## config.mk

```make
export PLATFORM = sky130hd
export DESIGN_NAME = line_scan_steering_classifier_unit_flat
export DESIGN_NICKNAME = d
export VERILOG_FILES = /design/src/hdl/lssc_pkg.sv /design/src/hdl/lssc_if.sv /design/src/hdl/line_scan_steering_classifier_unit.sv /design/src/hdl/lssc_cfg_regs.sv /design/src/hdl/lssc_accum.sv /design/src/hdl/lssc_decide.sv /design/src/flat_wrapper.sv
export SDC_FILE = /design/constraint.sdc
export NUM_CORES = 1
export LEC_CHECK = 0
export BUFFER_PORTS_ARGS = -buffer_cell sky130_fd_sc_hd__buf_4
export CAP_MARGIN = 25
export CORE_MARGIN = 2
export CORE_UTILIZATION = 50
export DETAILED_ROUTE_END_ITERATION = 8
export PLACE_DENSITY = 0.68
export REMOVE_ABC_BUFFERS = 1
export SYNTH_ARGS = -nofsm -noshare
export SYNTH_HDL_FRONTEND = slang
export SYNTH_SLANG_ARGS = --single-unit
export TNS_END_PERCENT = 50
```

## constraint.sdc

```tcl
create_clock -name clk -period 5.9 [get_ports clk]
set_input_delay 0.295 -clock clk [delete_from_list [all_inputs] [get_ports clk]]
set_output_delay 0.295 -clock clk [all_outputs]
set_load 0.1 [all_outputs]
```

## src/hdl/lssc_pkg.sv

```systemverilog
// ----------------------------------------------------------------------------
// lssc_pkg
// shared types, widths, register codes and reset values for the line scan
// steering classifier
// ----------------------------------------------------------------------------
`default_nettype none

package lssc_pkg;

  localparam int unsigned PIX_W     = 12;
  localparam int unsigned CFG_IDX_W = 3;
  localparam int unsigned TOT_W     = 6;
  localparam int unsigned SUB_W     = 5;
  localparam int unsigned POS_W     = 8;

  localparam int unsigned LINE_LENGTH_DEF = 128;

  typedef logic [PIX_W-1:0] pix_t;
  typedef logic [POS_W-1:0] pos_t;
  typedef logic [TOT_W-1:0] tot_t;
  typedef logic [SUB_W-1:0] sub_t;

  typedef enum logic [CFG_IDX_W-1:0] {
    REG_DARK_THR       = 3'd0,
    REG_INNER_THR      = 3'd1,
    REG_ANG_STRAIGHT   = 3'd2,
    REG_ANG_HALF_RIGHT = 3'd3,
    REG_ANG_FULL_RIGHT = 3'd4,
    REG_ANG_HALF_LEFT  = 3'd5,
    REG_ANG_FULL_LEFT  = 3'd6
  } cfg_idx_t;

  localparam pix_t RST_DARK_THR       = 12'd4000;
  localparam pix_t RST_INNER_THR      = 12'd3900;
  localparam pix_t RST_ANG_STRAIGHT   = 12'd1966;
  localparam pix_t RST_ANG_HALF_RIGHT = 12'd2158;
  localparam pix_t RST_ANG_FULL_RIGHT = 12'd2350;
  localparam pix_t RST_ANG_HALF_LEFT  = 12'd1774;
  localparam pix_t RST_ANG_FULL_LEFT  = 12'd1582;

  localparam pos_t POS_MAX = 8'd255;

  // window bounds, inclusive
  localparam pos_t LEFT_LO        = 8'd16;
  localparam pos_t LEFT_HI        = 8'd63;
  localparam pos_t RIGHT_LO       = 8'd64;
  localparam pos_t RIGHT_HI       = 8'd112;
  localparam pos_t FAR_LEFT_LO    = 8'd16;
  localparam pos_t FAR_LEFT_HI    = 8'd31;
  localparam pos_t MID_LEFT_LO    = 8'd34;
  localparam pos_t MID_LEFT_HI    = 8'd48;
  localparam pos_t INNER_LEFT_LO  = 8'd50;
  localparam pos_t INNER_LEFT_HI  = 8'd63;
  localparam pos_t INNER_RIGHT_LO = 8'd65;
  localparam pos_t INNER_RIGHT_HI = 8'd77;
  localparam pos_t MID_RIGHT_LO   = 8'd79;
  localparam pos_t MID_RIGHT_HI   = 8'd94;
  localparam pos_t FAR_RIGHT_LO   = 8'd96;
  localparam pos_t FAR_RIGHT_HI   = 8'd111;

  typedef struct packed {
    pix_t dark_thr;
    pix_t inner_thr;
    pix_t ang_straight;
    pix_t ang_half_right;
    pix_t ang_full_right;
    pix_t ang_half_left;
    pix_t ang_full_left;
  } cfg_t;

  typedef struct packed {
    tot_t left_total;
    tot_t right_total;
    sub_t far_left;
    sub_t mid_left;
    sub_t inner_left;
    sub_t inner_right;
    sub_t mid_right;
    sub_t far_right;
  } counts_t;

  typedef struct packed {
    logic update;
    pix_t angle;
  } steer_t;

  function automatic logic in_win(pos_t p, pos_t lo, pos_t hi);
    return (p >= lo) && (p <= hi);
  endfunction

endpackage

`default_nettype wire

```

## src/hdl/lssc_if.sv

```systemverilog
// ----------------------------------------------------------------------------
// lssc_if
// pixel, result and register write channels, valid/ready handshake
// ----------------------------------------------------------------------------
`default_nettype none

interface lssc_in_if import lssc_pkg::*; ();
  logic valid;
  logic ready;
  pix_t pixel;
  logic last_pixel;

  modport source (output valid, output pixel, output last_pixel, input ready);
  modport sink   (input valid, input pixel, input last_pixel, output ready);
endinterface

interface lssc_out_if import lssc_pkg::*; ();
  logic valid;
  logic ready;
  logic steer_update;
  pix_t steer_angle;
  tot_t left_dark;
  tot_t right_dark;

  modport source (output valid, output steer_update, output steer_angle,
                  output left_dark, output right_dark, input ready);
  modport sink   (input valid, input steer_update, input steer_angle,
                  input left_dark, input right_dark, output ready);
endinterface

interface lssc_cfg_if import lssc_pkg::*; ();
  logic                 valid;
  logic                 ready;
  logic [CFG_IDX_W-1:0] index;
  pix_t                 data;

  modport source (output valid, output index, output data, input ready);
  modport sink   (input valid, input index, input data, output ready);
endinterface

`default_nettype wire

```

## src/hdl/line_scan_steering_classifier_unit.sv

```systemverilog
// ----------------------------------------------------------------------------
// line_scan_steering_classifier_unit
// line scan steering classifier: dark pixel counts per line, servo angle pick
// ----------------------------------------------------------------------------
// Takes one pixel per clock with no gaps needed between pixels or lines. Each
// pixel passes an input register, then updates the window counters; on the
// last pixel of a line (marked, or at position LINE_LENGTH-1) the decision is
// made in the same cycle and loaded into the result register, so a line's
// result reaches the output through the input and result registers. The input stalls
// only while a line's last pixel waits in the input register because an
// earlier result still sits unread in the result register. Register writes
// are taken at any time, one per cycle, and belong to the idle periods
// between lines.
// ----------------------------------------------------------------------------
`default_nettype none

module line_scan_steering_classifier_unit import lssc_pkg::*; #(
  parameter int unsigned LINE_LENGTH = LINE_LENGTH_DEF
) (
  input wire logic      clk,
  input wire logic      rst_n,
  lssc_in_if.sink       in_ch,
  lssc_out_if.source    out_ch,
  lssc_cfg_if.sink      cfg_ch
);

  cfg_t    cfg;
  counts_t cnt;
  steer_t  steer;
  logic    line_end;

  logic    s1_valid_r;
  pix_t    s1_pixel_r;
  logic    s1_last_r;
  logic    s1_adv;
  logic    in_acc;
  logic    out_load;

  logic    out_valid_r;
  steer_t  out_steer_r;
  tot_t    out_left_r;
  tot_t    out_right_r;

  assign cfg_ch.ready = 1'b1;

  lssc_cfg_regs u_cfg_regs (
    .clk     (clk),
    .rst_n   (rst_n),
    .wr_en   (cfg_ch.valid),
    .wr_idx  (cfg_ch.index),
    .wr_data (cfg_ch.data),
    .cfg_o   (cfg)
  );

  assign s1_adv       = s1_valid_r && (!line_end || !out_valid_r || out_ch.ready);
  assign in_ch.ready  = !s1_valid_r || s1_adv;
  assign in_acc       = in_ch.valid && in_ch.ready;
  assign out_load     = s1_adv && line_end;

  lssc_accum #(
    .LINE_LENGTH (LINE_LENGTH)
  ) u_accum (
    .clk        (clk),
    .rst_n      (rst_n),
    .step       (s1_adv),
    .pixel      (s1_pixel_r),
    .last_pixel (s1_last_r),
    .dark_thr   (cfg.dark_thr),
    .inner_thr  (cfg.inner_thr),
    .cnt_o      (cnt),
    .line_end_o (line_end)
  );

  lssc_decide u_decide (
    .cnt     (cnt),
    .cfg     (cfg),
    .steer_o (steer)
  );

  // input register
  always_ff @(posedge clk) begin
    if (!rst_n) begin
      s1_valid_r <= 1'b0;
    end else begin
      s1_valid_r <= in_acc || (s1_valid_r && !s1_adv);
    end
  end

  always_ff @(posedge clk) begin
    if (in_acc) begin
      s1_pixel_r <= in_ch.pixel;
      s1_last_r  <= in_ch.last_pixel;
    end
  end

  // result register
  always_ff @(posedge clk) begin
    if (!rst_n) begin
      out_valid_r <= 1'b0;
    end else begin
      out_valid_r <= out_load || (out_valid_r && !out_ch.ready);
    end
  end

  always_ff @(posedge clk) begin
    if (out_load) begin
      out_steer_r <= steer;
      out_left_r  <= cnt.left_total;
      out_right_r <= cnt.right_total;
    end
  end

  assign out_ch.valid        = out_valid_r;
  assign out_ch.steer_update = out_steer_r.update;
  assign out_ch.steer_angle  = out_steer_r.angle;
  assign out_ch.left_dark    = out_left_r;
  assign out_ch.right_dark   = out_right_r;

endmodule

`default_nettype wire

```

## src/hdl/lssc_cfg_regs.sv

```systemverilog
// ----------------------------------------------------------------------------
// lssc_cfg_regs
// thresholds and servo angle registers, written through the config channel
// ----------------------------------------------------------------------------
`default_nettype none

module lssc_cfg_regs import lssc_pkg::*; (
  input  wire logic           clk,
  input  wire logic           rst_n,
  input  wire logic           wr_en,
  input  wire [CFG_IDX_W-1:0] wr_idx,
  input  wire pix_t           wr_data,
  output cfg_t                cfg_o
);

  cfg_t cfg_r;

  always_ff @(posedge clk) begin
    if (!rst_n) begin
      cfg_r.dark_thr       <= RST_DARK_THR;
      cfg_r.inner_thr      <= RST_INNER_THR;
      cfg_r.ang_straight   <= RST_ANG_STRAIGHT;
      cfg_r.ang_half_right <= RST_ANG_HALF_RIGHT;
      cfg_r.ang_full_right <= RST_ANG_FULL_RIGHT;
      cfg_r.ang_half_left  <= RST_ANG_HALF_LEFT;
      cfg_r.ang_full_left  <= RST_ANG_FULL_LEFT;
    end else if (wr_en) begin
      unique case (cfg_idx_t'(wr_idx))
        REG_DARK_THR:       cfg_r.dark_thr       <= wr_data;
        REG_INNER_THR:      cfg_r.inner_thr      <= wr_data;
        REG_ANG_STRAIGHT:   cfg_r.ang_straight   <= wr_data;
        REG_ANG_HALF_RIGHT: cfg_r.ang_half_right <= wr_data;
        REG_ANG_FULL_RIGHT: cfg_r.ang_full_right <= wr_data;
        REG_ANG_HALF_LEFT:  cfg_r.ang_half_left  <= wr_data;
        REG_ANG_FULL_LEFT:  cfg_r.ang_full_left  <= wr_data;
        default: ;
      endcase
    end
  end

  assign cfg_o = cfg_r;

endmodule

`default_nettype wire

```

## src/hdl/lssc_accum.sv

```systemverilog
// ----------------------------------------------------------------------------
// lssc_accum
// line position and dark pixel counters over the halves and sub-windows
// ----------------------------------------------------------------------------
`default_nettype none

module lssc_accum import lssc_pkg::*; #(
  parameter int unsigned LINE_LENGTH = LINE_LENGTH_DEF
) (
  input  wire logic clk,
  input  wire logic rst_n,
  input  wire logic step,
  input  wire pix_t pixel,
  input  wire logic last_pixel,
  input  wire pix_t dark_thr,
  input  wire pix_t inner_thr,
  output counts_t   cnt_o,
  output logic      line_end_o
);

  localparam pos_t LAST_POS = POS_W'(LINE_LENGTH - 1);

  pos_t    pos_r;
  pos_t    pos_nxt;
  counts_t cnt_r;
  counts_t cnt_nxt;
  logic    dark;
  logic    dark_inner;

  always_comb begin
    dark       = pixel < dark_thr;
    dark_inner = pixel < inner_thr;

    cnt_nxt.left_total  = cnt_r.left_total
                        + TOT_W'(dark && in_win(pos_r, LEFT_LO, LEFT_HI));
    cnt_nxt.right_total = cnt_r.right_total
                        + TOT_W'(dark && in_win(pos_r, RIGHT_LO, RIGHT_HI));
    cnt_nxt.far_left    = cnt_r.far_left
                        + SUB_W'(dark && in_win(pos_r, FAR_LEFT_LO, FAR_LEFT_HI));
    cnt_nxt.mid_left    = cnt_r.mid_left
                        + SUB_W'(dark && in_win(pos_r, MID_LEFT_LO, MID_LEFT_HI));
    cnt_nxt.inner_left  = cnt_r.inner_left
                        + SUB_W'(dark_inner && in_win(pos_r, INNER_LEFT_LO, INNER_LEFT_HI));
    cnt_nxt.inner_right = cnt_r.inner_right
                        + SUB_W'(dark && in_win(pos_r, INNER_RIGHT_LO, INNER_RIGHT_HI));
    cnt_nxt.mid_right   = cnt_r.mid_right
                        + SUB_W'(dark && in_win(pos_r, MID_RIGHT_LO, MID_RIGHT_HI));
    cnt_nxt.far_right   = cnt_r.far_right
                        + SUB_W'(dark && in_win(pos_r, FAR_RIGHT_LO, FAR_RIGHT_HI));

    pos_nxt = (pos_r == POS_MAX) ? pos_r : pos_r + POS_W'(1);

    line_end_o = last_pixel || (pos_r == LAST_POS);
    cnt_o      = cnt_nxt;
  end

  always_ff @(posedge clk) begin
    if (!rst_n) begin
      pos_r <= '0;
      cnt_r <= '0;
    end else if (step) begin
      if (line_end_o) begin
        pos_r <= '0;
        cnt_r <= '0;
      end else begin
        pos_r <= pos_nxt;
        cnt_r <= cnt_nxt;
      end
    end
  end

endmodule

`default_nettype wire

```

## src/hdl/lssc_decide.sv

```systemverilog
// ----------------------------------------------------------------------------
// lssc_decide
// picks the heavier half and its strictly largest sub-window, maps it to a
// servo angle
// ----------------------------------------------------------------------------
`default_nettype none

module lssc_decide import lssc_pkg::*; (
  input  wire counts_t cnt,
  input  wire cfg_t    cfg,
  output steer_t       steer_o
);

  function automatic logic strict_max(sub_t a, sub_t b, sub_t c);
    return (a > b) && (a > c);
  endfunction

  always_comb begin
    steer_o = '0;
    if (cnt.left_total > cnt.right_total) begin
      if (strict_max(cnt.far_left, cnt.mid_left, cnt.inner_left)) begin
        steer_o = '{update: 1'b1, angle: cfg.ang_straight};
      end else if (strict_max(cnt.mid_left, cnt.far_left, cnt.inner_left)) begin
        steer_o = '{update: 1'b1, angle: cfg.ang_half_right};
      end else if (strict_max(cnt.inner_left, cnt.far_left, cnt.mid_left)) begin
        steer_o = '{update: 1'b1, angle: cfg.ang_full_right};
      end
    end else if (cnt.right_total > cnt.left_total) begin
      if (strict_max(cnt.far_right, cnt.mid_right, cnt.inner_right)) begin
        steer_o = '{update: 1'b1, angle: cfg.ang_straight};
      end else if (strict_max(cnt.mid_right, cnt.far_right, cnt.inner_right)) begin
        steer_o = '{update: 1'b1, angle: cfg.ang_half_left};
      end else if (strict_max(cnt.inner_right, cnt.far_right, cnt.mid_right)) begin
        steer_o = '{update: 1'b1, angle: cfg.ang_full_left};
      end
    end
  end

endmodule

`default_nettype wire

```

## src/flat_wrapper.sv

```systemverilog
// flat-port wrapper written by rule: the top's interface ports become plain ports
module line_scan_steering_classifier_unit_flat import lssc_pkg::*;
#(
  parameter int unsigned LINE_LENGTH = LINE_LENGTH_DEF
)
  (clk, rst_n, in_ch_valid, in_ch_pixel, in_ch_last_pixel, in_ch_ready, out_ch_valid, out_ch_steer_update, out_ch_steer_angle, out_ch_left_dark, out_ch_right_dark, out_ch_ready, cfg_ch_valid, cfg_ch_index, cfg_ch_data, cfg_ch_ready);
  lssc_in_if in_ch_i ();
  lssc_out_if out_ch_i ();
  lssc_cfg_if cfg_ch_i ();
  input wire logic clk;
  input wire logic rst_n;
  input wire logic [$bits(in_ch_i.valid)-1:0] in_ch_valid;
  input wire logic [$bits(in_ch_i.pixel)-1:0] in_ch_pixel;
  input wire logic [$bits(in_ch_i.last_pixel)-1:0] in_ch_last_pixel;
  output wire logic [$bits(in_ch_i.ready)-1:0] in_ch_ready;
  output wire logic [$bits(out_ch_i.valid)-1:0] out_ch_valid;
  output wire logic [$bits(out_ch_i.steer_update)-1:0] out_ch_steer_update;
  output wire logic [$bits(out_ch_i.steer_angle)-1:0] out_ch_steer_angle;
  output wire logic [$bits(out_ch_i.left_dark)-1:0] out_ch_left_dark;
  output wire logic [$bits(out_ch_i.right_dark)-1:0] out_ch_right_dark;
  input wire logic [$bits(out_ch_i.ready)-1:0] out_ch_ready;
  input wire logic [$bits(cfg_ch_i.valid)-1:0] cfg_ch_valid;
  input wire logic [$bits(cfg_ch_i.index)-1:0] cfg_ch_index;
  input wire logic [$bits(cfg_ch_i.data)-1:0] cfg_ch_data;
  output wire logic [$bits(cfg_ch_i.ready)-1:0] cfg_ch_ready;
  assign in_ch_i.valid = in_ch_valid;
  assign in_ch_i.pixel = in_ch_pixel;
  assign in_ch_i.last_pixel = in_ch_last_pixel;
  assign in_ch_ready = in_ch_i.ready;
  assign out_ch_valid = out_ch_i.valid;
  assign out_ch_steer_update = out_ch_i.steer_update;
  assign out_ch_steer_angle = out_ch_i.steer_angle;
  assign out_ch_left_dark = out_ch_i.left_dark;
  assign out_ch_right_dark = out_ch_i.right_dark;
  assign out_ch_i.ready = out_ch_ready;
  assign cfg_ch_i.valid = cfg_ch_valid;
  assign cfg_ch_i.index = cfg_ch_index;
  assign cfg_ch_i.data = cfg_ch_data;
  assign cfg_ch_ready = cfg_ch_i.ready;
  line_scan_steering_classifier_unit #(.LINE_LENGTH(LINE_LENGTH)) u_core (.clk(clk), .rst_n(rst_n), .in_ch(in_ch_i), .out_ch(out_ch_i), .cfg_ch(cfg_ch_i));
endmodule
```

==> results of run 1 <==
[per-layer routing]
metal / wire length (um) / GRT usage, % / up-vias
li1: - / - / 3506
met1: 9660 / 30.8 / 3205
met2: 9020 / 35.5 / 157
met3: 936 / 4.12 / 19
met4: 193 / 5.10 / 0
met5: 0 / 0 / -
[synth_stat cells, drive strengths merged (2+ instances only)]
| cell | n |
|---|---|
| mux2i | 12 |
| o211ai | 24 |
| clkbuf | 40 |
| or3b | 2 |
| dfxtp | 136 |
| nor2b | 42 |
| a221oi | 4 |
| and2 | 12 |
| nor3 | 4 |
| nor2 | 32 |
| a21o | 25 |
| nand2 | 190 |
| and4 | 2 |
| ha | 71 |
| and3 | 3 |
| buf | 7 |
| xnor2 | 18 |
| a41oi | 2 |
| xor2 | 17 |
| o21ai | 27 |
| nand3 | 54 |
| a22oi | 46 |
| o221ai | 13 |
| a21oi | 15 |
| nand2b | 7 |
| nor3b | 3 |
| maj3 | 2 |
| a211oi | 2 |
| edfxtp | 38 |
| a21boi | 38 |
| o21a | 10 |
| a2111oi | 3 |
| nand4 | 4 |
| inv | 62 |
| or2 | 2 |
[report_power, final]
part,internal (W),switching [W]
clock,0.000650,0.000454
combinational,0.0000588,0.000127
sequential,0.00124,0.0000145
total,0.00195,0.000596
[sequential cells by signal (all words and copies together) (netlist names)]
name and count:
u_core.s1_last_r 1, u_core.s1_valid_r 1, u_core.out_ch.left_dark 6, u_core.s1_pixel_r 12, u_core.out_ch.right_dark 6, u_core.u_accum.pos_r 8, u_core.out_ch.steer_update 1, u_core.out_ch.steer_angle 12
u_core.u_accum.cnt_r 42, u_core.u_cfg_regs.cfg_o 84, u_core.out_ch.valid 1
[metrics by stage]
stage          cells  utilization, %  instance area (um2)  hold WS [ns]
2_1_floorplan    931               -                 8740         0.367
3_3_place_gp    1227            54.9                 9570         0.452
3_5_place_dp    1229            55.1                 9590         0.455
4_1_cts         1261            58.4                10200        0.0253
5_1_grt         1262            58.5                10200        0.0224
6_report        1262            58.5                10200        0.0429
[final cells by class]
type | instances | area [um2] | area share (%)
sequential | 174 | 3860 | 38.0
tap | 225 | 282 | 2.77
multi-input combinational | 695 | 4650 | 45.7
inverter | 62 | 233 | 2.29
clock inverter | 9 | 109 | 1.07
clock buffer | 23 | 469 | 4.61
timing repair buffer | 74 | 571 | 5.60
[worst max-delay path by stage]
stage | endpoint | cells past startpoint | slack [ns]
6_report | u_core.out_ch.steer_angle[2] | 21 | 0.76
2_1_floorplan | u_core.out_ch.steer_angle[0] | 20 | 1.11
3_5_place_dp | u_core.out_ch.steer_angle[2] | 21 | 0.79
5_1_grt | u_core.out_ch.steer_angle[8] | 21 | 0.39
4_1_cts | u_core.out_ch.steer_angle[2] | 21 | 0.76
3_3_place_gp | u_core.out_ch.steer_angle[3] | 21 | 0.91
[worst max-delay path, stage by stage, from the launching register on]
cell and delay (ns):
edfxtp_1 0.40, ha_1 0.31, a21o_1 0.16, a21o_1 0.17
a21o_1 0.17, a211oi_1 0.24, o21a_1 0.23, o21ai_1 0.14
a2111oi_0 0.41, ha_1 0.26, ha_1 0.18, xnor2_1 0.22
ha_1 0.34, a21oi_1 0.13, o21ai_0 0.09, a21oi_1 0.23
a21oi_1 0.07, a21oi_1 0.20, a21oi_2 0.05, o211ai_2 0.48
buf_4 0.28, o221ai_2 0.12
[cells in the final DEF (no fill, tap or decap), types with 3 or more instances in the layout]
cell type | synthesis | routed
a21boi_0 | 38 | 38
a21o_1 | 25 | 25
a21oi_1 | 12 | 12
a221oi_1 | 4 | 4
a22oi_1 | 46 | 46
and2_1 | 12 | 12
and3_1 | 3 | 3
buf_4 | 2 | 71
clkbuf_1 | 40 | 5
clkbuf_16 | 0 | 18
clkinv_4 | 0 | 3
dfxtp_1 | 136 | 136
edfxtp_1 | 38 | 38
ha_1 | 71 | 71
inv_1 | 61 | 61
mux2i_1 | 12 | 12
nand2_1 | 190 | 190
nand2b_1 | 7 | 7
nand3_1 | 54 | 54
nand4_1 | 4 | 4
nor2_1 | 31 | 30
nor2b_1 | 42 | 42
o211ai_1 | 23 | 23
o21a_1 | 10 | 10
o21ai_0 | 23 | 23
o21ai_1 | 3 | 3
o221ai_2 | 11 | 11
xnor2_1 | 18 | 18
xor2_1 | 15 | 15
[cells by family (layout without fill, tap and decap cells)]
family | count (synthesis) | count (layout) | synth area share (%)
flops | 174 | 174 | 43.1
other cells | 1 | 1 | 0.0419
mux | 12 | 12 | 1.34
simple gates | 360 | 360 | 18.4
compound gates | 214 | 214 | 18.3
xor+xnor | 35 | 35 | 3.59
fa+ha+maj | 73 | 73 | 10.2
buf+inv | 110 | 168 | 5.03
==> impl_metrics.tcl, run 1 <==
set metrics [dict create \
    outcome "finished, final reports clean" \
    synth.top_cell.area_share_pct 30.4 \
    die-area_mm2 0.0190 \
    drv_cap 0 \
    synth_edf_count 38 \
    pre_cts_ws_ns 0.791 \
    async_flop_share_pct 0 \
    antenna_found_initial 0 \
    ys_ff_latch 174 \
    skew_ns 0.00820 \
    syn_to_final_growth_pct 13.7 \
    die_h_um 138 \
    crit_type "reg2reg" \
    relSlewSlack_pct 28.1 \
    powerDensity_mw_per_mm2 250 \
    setup_ws_ns 0.760 \
    crit_required_ns 6.07 \
    synth_ff_type "dfxtp_1" \
    tns_ns 0 \
    fmax_mhz 195 \
    hold_viol 0 \
    leakage_nw 4.03 \
    tightest_slew_ns 1.07 \
    hpwlAfterDp_um 13600 \
    grt_max_degree 74 \
    critPathCaptureType "flop" \
    grtUsageTotal_pct 22.1 \
    syn_inst 979 \
    avgViaCountPerCell 5.46 \
    clockRootBuffer "clkbuf_16" \
    clkLatencyLatePin_ns 0.42 \
    regToRegSetupSlack_ns 0.76 \
    ant_nets 0 \
    grt.overflow.total 0 \
    min_path_cells 1 \
    syn-cell-area_mm2 0.00896 \
    cts_repair_resize_count 0 \
    drtPass1Iterations 5 \
    slew_violations 0 \
    place_congestion 0.854 \
    reg2reg_depth 21 \
    setup_viol 0 \
    cts_buffers 17 \
    syn_area_per_cell_um2 9.15 \
    power_w 0.00255 \
    yosysUniqueCellTypes 61 \
    io_pins 61 \
    regToRegStartpoint "u_core.s1_pixel_r[1]" \
    synth_warnings 0 \
    die_x_um 138 \
    n_fill_cell 1571 \
    drcViolationCount 0 \
    hold_path_class "in2reg" \
    grt_pass1_wl_um 32500 \
    rsz0062_at_grt "no" \
    core_mm2 0.0174 \
    wl_per_cell_um 15.7 \
    htreeDepth 4 \
    drtIter0Drc 389 \
    crit_arrival_ns 5.31 \
    regToRegEndpoint "u_core.out_ch.steer_angle[2]" \
    hold_start "in_ch_pixel[8]" \
    portBuffers 59 \
    startpoint "u_core.s1_pixel_r[1]" \
    row_count 48 \
    cts_max_path_buffers 2 \
    finalCritPeriodShare_pct 87.1 \
    via_count 6887 \
    timing.final.crit_period_ns 5.14 \
    layout.nets 1128 \
    drive_gt1_share_pct 12.5 \
    synth_area_leader_cell "dfxtp_1" \
    postCtsSetupBuffers 0 \
    first_global_vias 6441 \
    start_util_pct 51.4 \
    synth_area_leaders "dfxtp_1, edfxtp_1, ha_1, nand2_1, a22oi_1" \
    drt-total-wl_um 19800 \
    tritoncts "built" \
    ys_seq_area_share_pct 43.1 \
    cts_hold_buf 0 \
    irDropWorstVdd_mv 0.211 \
    diodes 0 \
    clk_pin_slew_ns 0.06 \
    hold_end "u_core.s1_pixel_r[8]" \
    cts_sinks 174 \
    path_max_fanout 7 \
    cp-start-kind "flop" \
]
(Power assumes the default switching activity.)
==> run 2: changes to the inputs <==
--- a/config.mk
+++ b/config.mk
@@ -10,6 +10,7 @@
 export CORE_MARGIN = 2
-export CORE_UTILIZATION = 50
+export CORE_UTILIZATION = 60
 export DETAILED_ROUTE_END_ITERATION = 8
-export PLACE_DENSITY = 0.68
+export PLACE_DENSITY = 0.79
 export REMOVE_ABC_BUFFERS = 1
+export SETUP_SLACK_MARGIN = 0.15
 export SYNTH_ARGS = -nofsm -noshare
==> constraint.sdc (replaced) <==
create_clock -name clk -period 5.9 [get_ports clk]
set_input_delay 1.18 -clock clk [delete_from_list [all_inputs] [get_ports clk]]
set_output_delay 1.18 -clock clk [all_outputs]
set_load 0.1 [all_outputs]
==> run 2 against run 1 <==
Final area down 0.64%. Routed wire length about the same. Highest routed layer unchanged. Clock power about the same.
==> impl_metrics.tcl, run 2 (synthesized netlist as in run 1, its figures left out) <==
set metrics [dict create \
    cts_buffers 17 \
    largest_register_ffs 84 \
    cts_sinks 174 \
    tritoncts "built" \
    regToRegSetupSlack_ns 0.80 \
    crit_required_ns 6.07 \
    cts_repair_resize_count 0 \
    tightest_slew_ns 0.983 \
    hpwlAfterDp_um 13300 \
    drcViolationCount 0 \
    wl_per_cell_um 16.3 \
    outcome "finished, final reports clean" \
    finalCritPeriodShare_pct 86.4 \
    final_cell_mix "nand2_1, dfxtp_1, buf_4" \
    path_max_fanout 7 \
    syn_to_final_growth_pct 13.0 \
    fmax_mhz 196 \
    die_x_um 126 \
    final_core_util_pct 69.6 \
    timing.final.crit_period_ns 5.10 \
    critPathCaptureType "flop" \
    avgViaCountPerCell 5.74 \
    first_global_vias 6816 \
    sw_frac_of_total_pct 22.8 \
    ant_nets 0 \
    postCtsSetupBuffers 0 \
    startpoint "u_core.s1_pixel_r[1]" \
    regToRegStartpoint "u_core.s1_pixel_r[1]" \
    clkLatencyLatePin_ns 0.43 \
    cp-start-kind "flop" \
    n_fill_cell 1160 \
    leakage_nw 4.02 \
    die_h_um 126 \
    hold_viol 0 \
    rsz0062_at_grt "no" \
    skew_ns 0.0111 \
    grt.overflow.total 0 \
    hold_start "u_core.u_cfg_regs.cfg_o[74]" \
    die-area_mm2 0.0159 \
    place_congestion 0.872 \
    diodes 0 \
    grt_max_degree 67 \
    grt_pass1_wl_um 33500 \
    layout_commonest_cell "nand2_1" \
    drtIter0Drc 524 \
    irDropWorstVdd_mv 0.220 \
    cts_max_path_buffers 2 \
    power_frac_comb_pct 7.2 \
    drive_gt1_share_pct 12.4 \
    htreeDepth 4 \
    p_int_w 0.00197 \
    antenna_found_initial 0 \
    cts_hold_buf 0 \
    powerDensity_mw_per_mm2 252 \
    core_mm2 0.0145 \
    slew_violations 0 \
    clockRootBuffer "clkbuf_16" \
    drv_cap 0 \
    switchingPower_w 0.000582 \
    start_util_pct 61.6 \
    row_count 44 \
    portBuffers 59 \
    layout.nets 1127 \
    io_pins 61 \
    setup_viol 0 \
    drtPass1Iterations 5 \
    drt-total-wl_um 19800 \
    hold_path_class "reg2reg" \
    clk_pin_slew_ns 0.06 \
    via_count 7007 \
    relSlewSlack_pct 34.1 \
    crit_arrival_ns 5.26 \
    seqPwrFrac_pct 49.3 \
    clkPwrFrac_pct 43.5 \
    crit_type "reg2reg" \
    grtUsageTotal_pct 25.9 \
    tns_ns 0 \
]
[run 2: changes by cell type in the layout (fill, tap and decap cells not counted)]
cell / previous run / this run
inv_4: 2 / 0
clkinvlp_4: 0 / 1
buf_8: 1 / 0
clkinv_2: 2 / 3
clkinv_4: 3 / 0
clkbuf_8: 0 / 2
clkbuf_1: 5 / 6
buf_4: 71 / 72
buf_6: 2 / 1
[run 2: final timing paths]
check | depth (start not counted) | end
hold / removal | 2 | u_core.u_cfg_regs.cfg_o[74]
setup reg to reg | 21 | u_core.out_ch.steer_angle[9]
hold reg to reg | 2 | u_core.u_cfg_regs.cfg_o[74]
setup / recovery | 21 | u_core.out_ch.steer_angle[9]
[run 2: cell type report]
class | count | area [um2] | share of cell area (%)
flip-flops and latches | 174 | 3860 | 38.2
inverters | 62 | 233 | 2.30
clock buffers | 26 | 500 | 4.95
well taps | 184 | 230 | 2.28
clock inverters | 6 | 82.6 | 0.816
multi-input cells | 695 | 4650 | 46.0
repair buffers | 73 | 552 | 5.45
[run 2: per-layer routing]
layer | track usage [%] | vias up | routed length, um
met5 | 0 | - | 0
met4 | 7.95 | 0 | 282
met3 | 5.14 | 27 | 979
met2 | 42.3 | 173 | 9370
met1 | 34.9 | 3302 | 9190
li1 | - | 3505 | -
[run 2: critical path, stage by stage, from the launching register on]
cell and delay [ns]:
edfxtp_1 0.40, ha_1 0.31, a21o_1 0.15, a21o_1 0.17, a21o_1 0.17, a211oi_1 0.24
o21a_1 0.22, o21ai_1 0.14, a2111oi_0 0.36, ha_1 0.26, ha_1 0.20, xnor2_1 0.23
ha_1 0.34, a21oi_1 0.14, o21ai_0 0.10, a21oi_1 0.23, a21oi_1 0.08, a21oi_1 0.21
a21oi_2 0.06, o211ai_2 0.43, buf_4 0.28, o221ai_2 0.11
[run 2: power by group through the flow]
stage / clock network [W] / registers (W) / logic, W
global route: 0.00118 / 0.00126 / 0.000201
finish: 0.00111 / 0.00126 / 0.000185
global placement: 0 / 0.00128 / 0.000180
CTS: 0.00113 / 0.00126 / 0.000184
detailed placement: 0 / 0.00128 / 0.000183
floorplan: 0 / 0.00132 / 0.0000721
[run 2: metrics by stage]
stage / setup WS, ns / instance area (um2) / cells / hold slack [ns] / total power [W]
floorplan: 1.11 / 8740 / 931 / 0.438 / 0.00139
global placement: 0.968 / 9510 / 1185 / 0.451 / 0.00146
detailed placement: 0.870 / 9510 / 1185 / 0.456 / 0.00147
CTS: 0.786 / 10100 / 1217 / 0.468 / 0.00257
global route: 0.430 / 10100 / 1220 / 0.487 / 0.00264
finish: 0.804 / 10100 / 1220 / 0.465 / 0.00255
